File: src/cfa_pkg.sv
// ----------------------------------------------------------------------------
// cfa_pkg
// Types and codes shared by the contiguous frame allocator and its cells.
// ----------------------------------------------------------------------------
`default_nettype none

package cfa_pkg;

    // Range compares in the cells: frame index plus a run of up to 63 frames, for up to 1024 frames
    localparam int RANGE_W = 11;

    localparam logic       MODE_ALLOC   = 1'b0;
    localparam logic       MODE_RELEASE = 1'b1;

    localparam logic [1:0] POLICY_FIRST = 2'd0;
    localparam logic [1:0] POLICY_BEST  = 2'd1;
    localparam logic [1:0] POLICY_WORST = 2'd2;

    typedef struct packed {
        logic       mode;
        logic [5:0] page_count;
        logic [4:0] release_start;
    } cfa_req_t;

    typedef struct packed {
        logic [4:0] start_frame;
        logic       failed;
    } cfa_rsp_t;

    // Per-cycle control broadcast to every frame cell
    typedef struct packed {
        logic               shift;
        logic               wr_en;
        logic               wr_val;
        logic [RANGE_W-1:0] lo;
        logic [RANGE_W-1:0] hi;
    } cfa_cell_ctrl_t;

    // Control from the sequencer to the run tracker
    typedef struct packed {
        logic clr;
        logic step;
        logic used;
    } cfa_scan_ctrl_t;

endpackage

`default_nettype wire

File: src/contiguous_frame_allocator.sv
// ----------------------------------------------------------------------------
// contiguous_frame_allocator
// Bitmap allocator of contiguous page frames, first, best or worst fit.
// ----------------------------------------------------------------------------
// Request channel (req_valid / req_stall / req_data): a word either allocates
// page_count contiguous frames or releases page_count frames from
// release_start. Response channel (rsp_valid / rsp_stall / rsp_data): one
// word per request, the start frame of the run or the failed flag.
// cfg_we / cfg_wdata write the placement rule; the user must write it only
// while the block is idle, as the block itself does not enforce this. An
// allocate rotates the used bits once around the ring of frame cells past
// the run tracker, one frame per cycle, then closes the last run, marks the
// chosen run and returns to idle. A release goes straight to the mark step
// and back to idle. The response sits in an output register; a new request
// is taken while it waits, but the next result holds in the mark step until
// the receiver drops rsp_stall. Reset marks every frame free and selects
// first fit.
// ----------------------------------------------------------------------------
`default_nettype none

module contiguous_frame_allocator #(
    parameter int NUM_FRAMES = 32
) (
    input  wire               clk,
    input  wire               rst_n,
    input  wire               req_valid,
    output logic              req_stall,
    input  cfa_pkg::cfa_req_t req_data,
    output logic              rsp_valid,
    input  wire               rsp_stall,
    output cfa_pkg::cfa_rsp_t rsp_data,
    input  wire               cfg_we,
    input  wire [1:0]         cfg_wdata
);

    localparam int FW = $clog2(NUM_FRAMES);
    localparam int LW = $clog2(NUM_FRAMES + 1);

    localparam logic [1:0] ST_IDLE  = 2'd0;
    localparam logic [1:0] ST_SCAN  = 2'd1;
    localparam logic [1:0] ST_APPLY = 2'd2;

    logic [1:0]              state_reg, state_next;
    logic [LW-1:0]           cnt_reg, cnt_next;
    logic [1:0]              policy_reg;
    cfa_pkg::cfa_req_t       req_reg;
    cfa_pkg::cfa_rsp_t       rsp_reg, rsp_next;
    logic                    rsp_valid_reg, rsp_valid_next;

    logic                    accept;
    logic                    slot_free;
    logic                    done;
    logic                    alloc_ok;
    logic                    scan_end;
    logic [NUM_FRAMES-1:0]   used;
    logic                    have;
    logic [FW-1:0]           best_start;
    logic [cfa_pkg::RANGE_W-1:0] lo;
    cfa_pkg::cfa_cell_ctrl_t cell_ctrl;
    cfa_pkg::cfa_scan_ctrl_t scan_ctrl;

    assign accept    = req_valid && !req_stall;
    assign req_stall = (state_reg != ST_IDLE);
    assign slot_free = !rsp_valid_reg || !rsp_stall;
    assign done      = (state_reg == ST_APPLY) && slot_free;
    assign scan_end  = (cnt_reg == LW'(NUM_FRAMES));
    assign alloc_ok  = (req_reg.page_count != 6'd0) && have;

    // Ring of frame cells
    for (genvar i = 0; i < NUM_FRAMES; i++)
    begin : g_cell
        cfa_cell #(
            .IDX (i)
        ) u_cell (
            .clk      (clk),
            .rst_n    (rst_n),
            .ctrl     (cell_ctrl),
            .shift_in (used[(i + 1) % NUM_FRAMES]),
            .used     (used[i])
        );
    end

    cfa_scan #(
        .NUM_FRAMES (NUM_FRAMES)
    ) u_scan (
        .clk        (clk),
        .rst_n      (rst_n),
        .ctrl       (scan_ctrl),
        .frame      (cnt_reg[FW-1:0]),
        .need       (req_reg.page_count),
        .policy     (policy_reg),
        .have       (have),
        .best_start (best_start)
    );

    always_comb
    begin
        lo = (req_reg.mode == cfa_pkg::MODE_RELEASE)
             ? cfa_pkg::RANGE_W'(req_reg.release_start)
             : cfa_pkg::RANGE_W'(best_start);
        cell_ctrl.shift  = (state_reg == ST_SCAN) && !scan_end;
        cell_ctrl.wr_en  = done && ((req_reg.mode == cfa_pkg::MODE_RELEASE) || alloc_ok);
        cell_ctrl.wr_val = (req_reg.mode == cfa_pkg::MODE_ALLOC);
        cell_ctrl.lo     = lo;
        cell_ctrl.hi     = lo + cfa_pkg::RANGE_W'(req_reg.page_count);

        scan_ctrl.clr  = accept;
        scan_ctrl.step = (state_reg == ST_SCAN);
        // past the last frame counts as used to close the final run
        scan_ctrl.used = scan_end ? 1'b1 : used[0];
    end

    always_comb
    begin
        state_next     = state_reg;
        cnt_next       = cnt_reg;
        rsp_next       = rsp_reg;
        rsp_valid_next = rsp_valid_reg;
        if (rsp_valid_reg && !rsp_stall)
        begin
            rsp_valid_next = 1'b0;
        end
        unique case (state_reg)
            ST_IDLE:
            begin
                if (accept)
                begin
                    cnt_next   = '0;
                    state_next = (req_data.mode == cfa_pkg::MODE_RELEASE) ? ST_APPLY : ST_SCAN;
                end
            end
            ST_SCAN:
            begin
                cnt_next = cnt_reg + LW'(1);
                if (scan_end)
                begin
                    state_next = ST_APPLY;
                end
            end
            ST_APPLY:
            begin
                if (slot_free)
                begin
                    rsp_valid_next = 1'b1;
                    if (req_reg.mode == cfa_pkg::MODE_RELEASE)
                    begin
                        rsp_next.start_frame = 5'd0;
                        rsp_next.failed      = 1'b0;
                    end
                    else if (alloc_ok)
                    begin
                        rsp_next.start_frame = lo[4:0];
                        rsp_next.failed      = 1'b0;
                    end
                    else
                    begin
                        rsp_next.start_frame = 5'd0;
                        rsp_next.failed      = 1'b1;
                    end
                    state_next = ST_IDLE;
                end
            end
            default:
            begin
                state_next = ST_IDLE;
            end
        endcase
    end

    always_ff @(posedge clk or negedge rst_n)
    begin
        if (!rst_n)
        begin
            state_reg     <= ST_IDLE;
            cnt_reg       <= '0;
            rsp_valid_reg <= 1'b0;
            policy_reg    <= cfa_pkg::POLICY_FIRST;
        end
        else
        begin
            state_reg     <= state_next;
            cnt_reg       <= cnt_next;
            rsp_valid_reg <= rsp_valid_next;
            if (cfg_we)
            begin
                policy_reg <= cfg_wdata;
            end
        end
    end

    always_ff @(posedge clk)
    begin
        rsp_reg <= rsp_next;
        if (accept)
        begin
            req_reg <= req_data;
        end
    end

    assign rsp_valid = rsp_valid_reg;
    assign rsp_data  = rsp_reg;

endmodule

`default_nettype wire

File: src/cfa_cell.sv
// ----------------------------------------------------------------------------
// cfa_cell
// One frame of the used map: rotates with its neighbors during a scan and
// sets or clears itself when its index falls inside the applied run.
// ----------------------------------------------------------------------------
`default_nettype none

module cfa_cell #(
    parameter int IDX = 0
) (
    input  wire                    clk,
    input  wire                    rst_n,
    input  cfa_pkg::cfa_cell_ctrl_t ctrl,
    input  wire                    shift_in,
    output logic                   used
);

    localparam logic [cfa_pkg::RANGE_W-1:0] IDX_R = cfa_pkg::RANGE_W'(IDX);

    logic used_reg;
    logic used_next;
    logic in_run;

    assign in_run = (IDX_R >= ctrl.lo) && (IDX_R < ctrl.hi);

    always_comb
    begin
        used_next = used_reg;
        if (ctrl.shift)
        begin
            used_next = shift_in;
        end
        else if (ctrl.wr_en && in_run)
        begin
            used_next = ctrl.wr_val;
        end
    end

    always_ff @(posedge clk or negedge rst_n)
    begin
        if (!rst_n)
        begin
            used_reg <= 1'b0;
        end
        else
        begin
            used_reg <= used_next;
        end
    end

    assign used = used_reg;

endmodule

`default_nettype wire

File: src/cfa_scan.sv
// ----------------------------------------------------------------------------
// cfa_scan
// Run tracker: watches one frame per cycle at the head of the cell ring and
// keeps the best free run under the placement rule.
// ----------------------------------------------------------------------------
`default_nettype none

module cfa_scan #(
    parameter int NUM_FRAMES = 32
) (
    input  wire                         clk,
    input  wire                         rst_n,
    input  cfa_pkg::cfa_scan_ctrl_t     ctrl,
    input  wire [$clog2(NUM_FRAMES)-1:0] frame,
    input  wire [5:0]                   need,
    input  wire [1:0]                   policy,
    output logic                        have,
    output logic [$clog2(NUM_FRAMES)-1:0] best_start
);

    localparam int FW = $clog2(NUM_FRAMES);
    localparam int LW = $clog2(NUM_FRAMES + 1);
    localparam int CW = (LW > 6) ? LW + 1 : 7;

    logic [FW-1:0] run_start_reg, run_start_next;
    logic [LW-1:0] run_len_reg, run_len_next;
    logic [FW-1:0] best_start_reg, best_start_next;
    logic [LW-1:0] best_len_reg, best_len_next;
    logic          have_reg, have_next;
    logic          wins;
    logic          fits;

    assign fits = CW'(run_len_reg) >= CW'(need);

    always_comb
    begin
        priority if (!have_reg)
        begin
            wins = 1'b1;
        end
        else if (policy == cfa_pkg::POLICY_BEST)
        begin
            wins = run_len_reg < best_len_reg;
        end
        else if (policy == cfa_pkg::POLICY_WORST)
        begin
            wins = run_len_reg > best_len_reg;
        end
        else
        begin
            wins = 1'b0;
        end
    end

    always_comb
    begin
        run_start_next  = run_start_reg;
        run_len_next    = run_len_reg;
        best_start_next = best_start_reg;
        best_len_next   = best_len_reg;
        have_next       = have_reg;
        if (ctrl.clr)
        begin
            run_len_next = '0;
            have_next    = 1'b0;
        end
        else if (ctrl.step)
        begin
            if (!ctrl.used)
            begin
                if (run_len_reg == '0)
                begin
                    run_start_next = frame;
                end
                run_len_next = run_len_reg + LW'(1);
            end
            else
            begin
                // close the run; ties keep the earlier one
                if (fits && wins)
                begin
                    have_next       = 1'b1;
                    best_start_next = run_start_reg;
                    best_len_next   = run_len_reg;
                end
                run_len_next = '0;
            end
        end
    end

    always_ff @(posedge clk or negedge rst_n)
    begin
        if (!rst_n)
        begin
            run_len_reg <= '0;
            have_reg    <= 1'b0;
        end
        else
        begin
            run_len_reg <= run_len_next;
            have_reg    <= have_next;
        end
    end

    always_ff @(posedge clk)
    begin
        run_start_reg  <= run_start_next;
        best_start_reg <= best_start_next;
        best_len_reg   <= best_len_next;
    end

    assign have       = have_reg;
    assign best_start = best_start_reg;

endmodule

`default_nettype wire

File: config.mk
export PLATFORM = sky130hd
export DESIGN_NAME = contiguous_frame_allocator
export DESIGN_NICKNAME = d
export VERILOG_FILES = /design/src/cfa_pkg.sv /design/src/contiguous_frame_allocator.sv /design/src/cfa_cell.sv /design/src/cfa_scan.sv
export SDC_FILE = /design/constraint.sdc
export NUM_CORES = 1
export LEC_CHECK = 0
export BUFFER_PORTS_ARGS = -buffer_cell sky130_fd_sc_hd__buf_2
export CAP_MARGIN = 20
export CELL_PAD_IN_SITES_DETAIL_PLACEMENT = 0
export CELL_PAD_IN_SITES_GLOBAL_PLACEMENT = 2
export CORE_ASPECT_RATIO = 1.5
export CORE_MARGIN = 2
export CORE_UTILIZATION = 36
export DETAILED_ROUTE_END_ITERATION = 6
export PLACE_DENSITY = 0.77
export SETUP_SLACK_MARGIN = 0.1
export SYNTH_ARGS = -nofsm -noshare
export SYNTH_HDL_FRONTEND = slang
export SYNTH_SLANG_ARGS = --single-unit
File: constraint.sdc
create_clock -name clk -period 3.1 [get_ports clk]
set_input_delay 0.155 -clock clk [delete_from_list [all_inputs] [get_ports clk]]
set_output_delay 0.155 -clock clk [all_outputs]
set_load 0.03 [all_outputs]
==> results of run 1 <==
cell usage in the layout, fill, tap and decap left out, drive strengths merged, types with 20 or more instances in the layout:
master,count
buf,84
dfrtp,50
nor2,50
nand2,41
o21ai,38
edfxtp,34
a21oi,31
inv,29
ha,21
a31oi,20
metrics by stage:
| step | hold WS [ns] | TNS, ns | std cells | utilization | total power, mW |
|---|---|---|---|---|---|
| 3_3_place_gp | 0.05125 | 0 | 721 | 0.4132 | 3.815 |
| 5_1_grt | 0.03916 | 0 | 765 | 0.4772 | 5.862 |
| 2_1_floorplan | -0.1406 | 0 | 509 | - | 3.107 |
| 6_report | 0.01985 | 0 | 765 | 0.4772 | 5.524 |
| 4_1_cts | 0.009804 | 0 | 757 | 0.4555 | 5.220 |
| 3_5_place_dp | 0.05101 | -0.05212 | 721 | 0.4132 | 3.850 |
worst paths after layout:
check,end,slack (ns),cells after the start
min,policy_reg[1]$_DFFE_PN0P_,0.02,3
max in group asynchronous,cnt_reg[0]$_DFFE_PN0P_,2.03,3
min reg2reg,u_scan.best_start[2]$_DFFE_PP_,0.41,0
min in group asynchronous,g_cell[16].u_cell.used$_DFFE_PN0P_,0.21,2
max,g_cell[17].u_cell.used$_DFFE_PN0P_,0.16,14
max reg2reg,g_cell[17].u_cell.used$_DFFE_PN0P_,0.16,14
worst max-delay path, delay by kind of cell (launching register included):
kind | cells | cell delay (ns)
buffers and inverters | 5 | 0.73
adder cells (fa/ha/maj) | 2 | 0.56
AO/OA/AOI/OAI | 4 | 0.46
flip-flops | 1 | 0.45
AND/OR/NAND/NOR | 2 | 0.35
multiplexers | 1 | 0.28
kinds of logic after synthesis:
family,after synthesis
fa+ha+maj,22
compound gates,178
xor+xnor,7
buf+inv,44
flops,84
simple gates,163
mux,11
routing by layer:
layer | wire length (µm) | track usage | vias to the layer above | share of wire
met5 | 0 | 0 | - | 0
met1 | 5793 | 0.2377 | 2174 | 0.37
li1 | - | - | 2112 | -
met3 | 541 | 0.03289 | 47 | 0.035
met4 | 872 | 0.1281 | 0 | 0.056
met2 | 8396 | 0.3802 | 119 | 0.54
area by class of cell:
| cell class | instances | area (µm²) |
|---|---|---|
| fillers | 1313 | 7076 |
| multi-input cells | 382 | 2808 |
| flip-flops and latches | 84 | 2272 |
| repair buffers | 96 | 742.0 |
| clock buffers | 10 | 239.0 |
| well taps | 162 | 202.7 |
| clock inverters | 6 | 100.1 |
| inverters | 25 | 93.84 |
where the power goes:
part	switching, mW	total, mW	leakage [nW]	internal [mW]
Clock	0.497	1.24	0.168	0.746
Sequential	0.221	1.72	0.919	1.50
Combinational	1.50	2.56	1.53	1.06
Total	2.22	5.52	2.62	3.31
repair_timing:
item | in CTS | in global routing
pin swaps | 4 | 14
endpoints found under the hold margin | 21 | 0
cloned | 1 | 0
setup endpoints to repair | 14 | 27
resized for setup | 10 | 51
hold buffers | 12 | 0
buffers inserted | 7 | 8
==> results.toml, run 1 <==
[layout]
syn2layout_area_growth_pct = 28.61
largest_reg_flops = 32
nets = 639
post_route_cells_drive_above_1_share = 0.2537
finish.instance_area_mm2 = 0.006457
num_antenna_cells = 0

[clock_network]
clkTransAtPathRegs_ns = 0.07
tritoncts = "built"
insertion_delay_ns = 0.35
cts-root-buf = "clkbuf_16"
clkSinkCount = 84
ctsHtreeMaxLevel = 3
cts_made_buffers = 9
clockBufferDepth = 2

[synth]
synth_top_area_frac = 0.2492
synth_common_cells = "dfrtp_1, nor2_1, nand2_1"
synth_area_mm2 = 0.005021
yosysMostFrequentCell = "dfrtp_1"
synth_top_family_by_area = "compound AO/OA/AOI/OAI gates"
postSynthNetCount = 550
synth_simple_gate_area_frac = 0.1632
ys_ff_latch = 84
synth_enable_flop_cells = 34
synth_area_leaders = "dfrtp_1, edfxtp_1, ha_1"
yosys.area_share.adder = 0.05632
synth_warnings = 0
synth-main-ff-cell = "dfrtp_1"
synth_compound_area_frac = 0.2499
netlist_instances = 509
synth-seq-area-share = 0.4525
synth_cell_types = 80
yosysTopAreaCell = "dfrtp_1"
yosys-mux-area-fraction = 0.02517
async_reset_ff_frac = 0.5952
synthXorXnorAreaFrac = 0.01221
synth_area_per_cell_um2 = 9.865

[floorplan]
die_area_mm2 = 0.01493
start_util = 0.3710
io_pins = 27
die_h_um = 148.6
fp.coreArea_mm2 = 0.01353
die_x_um = 100.4
rows = 52

[timing]
relSlewSlack = 0.5400
rsz0062_at_grt = "yes"
report.final.slew_viol_count = 0
fin_crit_sh = 0.9478
fin_crit_ns = 2.938
hold_viol_final = 0
final.setup.worst_slack_ns = 0.1618
setup_viol = 0
fin_skew_ns = 0.01189
clock.fmax_ghz = 0.3403
tightest_slew_ns = 0.6847

[grt]
antenna_found_initial = 0
grt_use_total = 0.2142
grt_pass1_vias = 4461
grt_pass1_wl_um = 24110
grt_max_degree = 52
grt_overflow = 0

[worst_hold_path]
min_from = "cfg_wdata[1]"
worstHoldPathType = "primary input to register"

[drt]
drc = 0
first_pass_iters = 5
drtAntennaViolNets = 0
wl_per_cell_um = 20.40
drt_iter0_markers = 261
routed_wl_um = 15600
viasPerCell = 5.820
vias = 4452

[placement]
placed_area_mm2 = 0.005592
place_congestion = 0.9296
port_buffers = 26
place_ws_ns = -0.03751
hpwl_um = 11650

[flow_run]
cap_violations = 0

[pwr]
irDropWorstVdd_uv = 415.0
power_density_mw_per_mm2 = 855.4
p_leak_nw = 2.620

[critical_path]
worstReg2RegStart = "req_reg[11]$_DFFE_PP_"
worstSetupPathType = "register to register"
end_kind = "register"
startpoint_type = "register"
crit_path_start = "req_reg[11]$_DFFE_PP_"
max_stage_delay_ns = 0.45
arrival_ns = 3.17
critPathRequiredTime_ns = 3.33
cpMaxStageDelayCell = "edfxtp_1"
crit_fanout = 7
path_cells = "mux2i_1, inv_1, ha_2, fa_2, buf_6, nand3b_1, nor4_4, buf_4, o31ai_4, buf_6, buf_4, a21oi_4, o41ai_1, o22a_1"

[status]
status = "finished clean"
Note: power is estimated with default switching activity, not from simulation.
==> run 2: changes to the inputs <==
Settings changed: REMOVE_ABC_BUFFERS set to 1.
==> results.toml, run 2 (same netlist as run 1, synthesis figures left out) <==
[critical_path]
arrival_ns = 3.17
max_stage_delay_ns = 0.48
end_kind = "register"
critPathRequiredTime_ns = 3.34
cpMaxStageDelayCell = "edfxtp_1"
crit_fanout = 11
startpoint_type = "register"
worstSetupPathType = "register to register"
path_cells = "buf_4, mux2i_4, inv_1, ha_1, a21o_1, a311oi_2, o31ai_4, buf_4, o21bai_1, a31o_2, o22a_1"
crit_top_cell = "buf_4"

[grt]
grt_pass1_vias = 4474
grt_overflow = 0
antenna_found_initial = 0
grt_use_total = 0.2159
grt_pass1_wl_um = 24100
grt_max_degree = 42

[worst_hold_path]
worstHoldPathType = "primary input to register"

[layout]
layout_common_cells = "buf_4, dfrtp_1, nor2_1, nand2_1"
num_antenna_cells = 0
post_route_cells_drive_above_1_share = 0.2607
layout_commonest_cell = "buf_4"
largest_reg_flops = 32
fillCellCount = 1334
syn2layout_area_growth_pct = 27.29
final_cell_count_no_fill = 772
regArea_mm2 = 0.002272
multi_input_area_mm2 = 0.002733
nets = 646

[clock_network]
tritoncts = "built"
clkSinkCount = 84
cts_made_buffers = 9
cts-root-buf = "clkbuf_16"
clockBufferDepth = 2
insertion_delay_ns = 0.35
ctsHtreeMaxLevel = 3
clkTransAtPathRegs_ns = 0.07

[pwr]
p_sw_frac = 0.4044
power_switching_mw = 2.165
p_comb_frac = 0.463
internal_power_mw = 3.189
pwr-share-clk = 0.216
pwr-share-seq = 0.321
power_density_mw_per_mm2 = 837.6
irDropWorstVdd_uv = 395.6
p_leak_nw = 2.621

[drt]
drtAntennaViolNets = 0
viasPerCell = 5.794
drt_iter0_markers = 270
drc = 0
vias = 4473
first_pass_iters = 5
wl_per_cell_um = 20.02
routed_wl_um = 15460

[timing]
setup_viol = 0
tightest_slew_ns = 0.6260
fin_skew_ns = 0.01307
relSlewSlack = 0.5794
fin_crit_sh = 0.9454
clock.fmax_ghz = 0.3412
rsz0062_at_grt = "yes"
report.final.slew_viol_count = 0
fin_crit_ns = 2.931
tns_ns = 0
hold_viol_final = 0

[status]
status = "finished clean"

[floorplan]
start_util = 0.3710
rows = 52
die_area_mm2 = 0.01493
die_h_um = 148.6
io_pins = 27
die_x_um = 100.4
fp.coreArea_mm2 = 0.01353

[placement]
placed_cells = 732
port_buffers = 26
hpwl_um = 11600
place_congestion = 0.9067

[flow_run]
cap_violations = 0
run 2: cell types whose count changed in the layout (fill, tap and decap cells not counted), moves of 3 or more:
cell | before | now
a31oi_4 | 3 | 0
o21ai_1 | 5 | 1
buf_4 | 50 | 61
o21ai_0 | 30 | 34
buf_6 | 5 | 2
run 2: final cells by class:
class / count / share of cell area
sequential: 84 / 0.3555
multi-input combinational: 381 / 0.4276
timing repair buffer: 104 / 0.1222
inverter: 25 / 0.01468
clock inverter: 6 / 0.01096
clock buffer: 10 / 0.03739
tap: 162 / 0.03171
run 2: layer usage:
metal / GRT usage / vias up / part of all wire
met5: 0 / - / 0
li1: - / 2115 / -
met4: 0.1137 / 0 / 0.046
met1: 0.2373 / 2201 / 0.38
met3: 0.03618 / 39 / 0.036
met2: 0.3913 / 118 / 0.54
run 2: power by group through the flow:
stage / Combinational (mW) / Sequential [mW] / Clock [mW]
after detailed placement: 2.22 / 1.73 / 0
after global routing: 2.71 / 1.76 / 1.22
after global placement: 2.18 / 1.73 / 0
after CTS: 2.28 / 1.71 / 1.17
final: 2.48 / 1.72 / 1.15
after floorplan: 1.33 / 1.70 / 0
run 2: worst max-delay path, delay by kind of cell (launching register included):
family                     cells  cell delay [ns]
adders and majority gates      1             0.35
DFF                            1             0.48
AOI/OAI and AO/OA              6             1.29
buffers and inverters          3             0.49
muxes                          1             0.22
run 2: repair_timing:
| item | in CTS | in global routing |
|---|---|---|
| hold buffers | 13 | 0 |
| endpoints found under the setup margin | 18 | 27 |
| setup buffers | 4 | 7 |
| endpoints found under the hold margin | 37 | 0 |
| pin swaps | 1 | 23 |
| resized for setup | 6 | 39 |
run 2: worst paths after layout:
path,start,cells after the start,slack (ns),to
max in group asynchronous,rst_n,3,1.94,rsp_valid$_DFF_PN0_
max,req_reg[11]$_DFFE_PP_,11,0.17,g_cell[16].u_cell.used$_DFFE_PN0P_
min,cfg_we,2,0.008,policy_reg[1]$_DFFE_PN0P_
max reg2reg,req_reg[11]$_DFFE_PP_,11,0.17,g_cell[16].u_cell.used$_DFFE_PN0P_
min reg2reg,u_scan.run_start_reg[1]$_DFFE_PP_,0,0.42,u_scan.best_start[1]$_DFFE_PP_
min in group asynchronous,rst_n,2,0.35,g_cell[30].u_cell.used$_DFFE_PN0P_
run 2: metrics by stage:
| stage | total power, mW | hold slack, ns | util | area (µm²) | setup slack [ns] |
|---|---|---|---|---|---|
| final | 5.353 | 0.008299 | 0.4723 | 6391 | 0.1692 |
| after global routing | 5.684 | 0.01592 | 0.4723 | 6391 | 0.008135 |
| after CTS | 5.164 | 0.001997 | 0.4561 | 6172 | 0.1027 |
| after detailed placement | 3.947 | 0.2031 | 0.4193 | 5674 | -0.03941 |
| after global placement | 3.909 | 0.2055 | 0.4193 | 5674 | 0.008231 |
| after floorplan | 3.036 | -0.1406 | - | 4911 | -0.5455 |
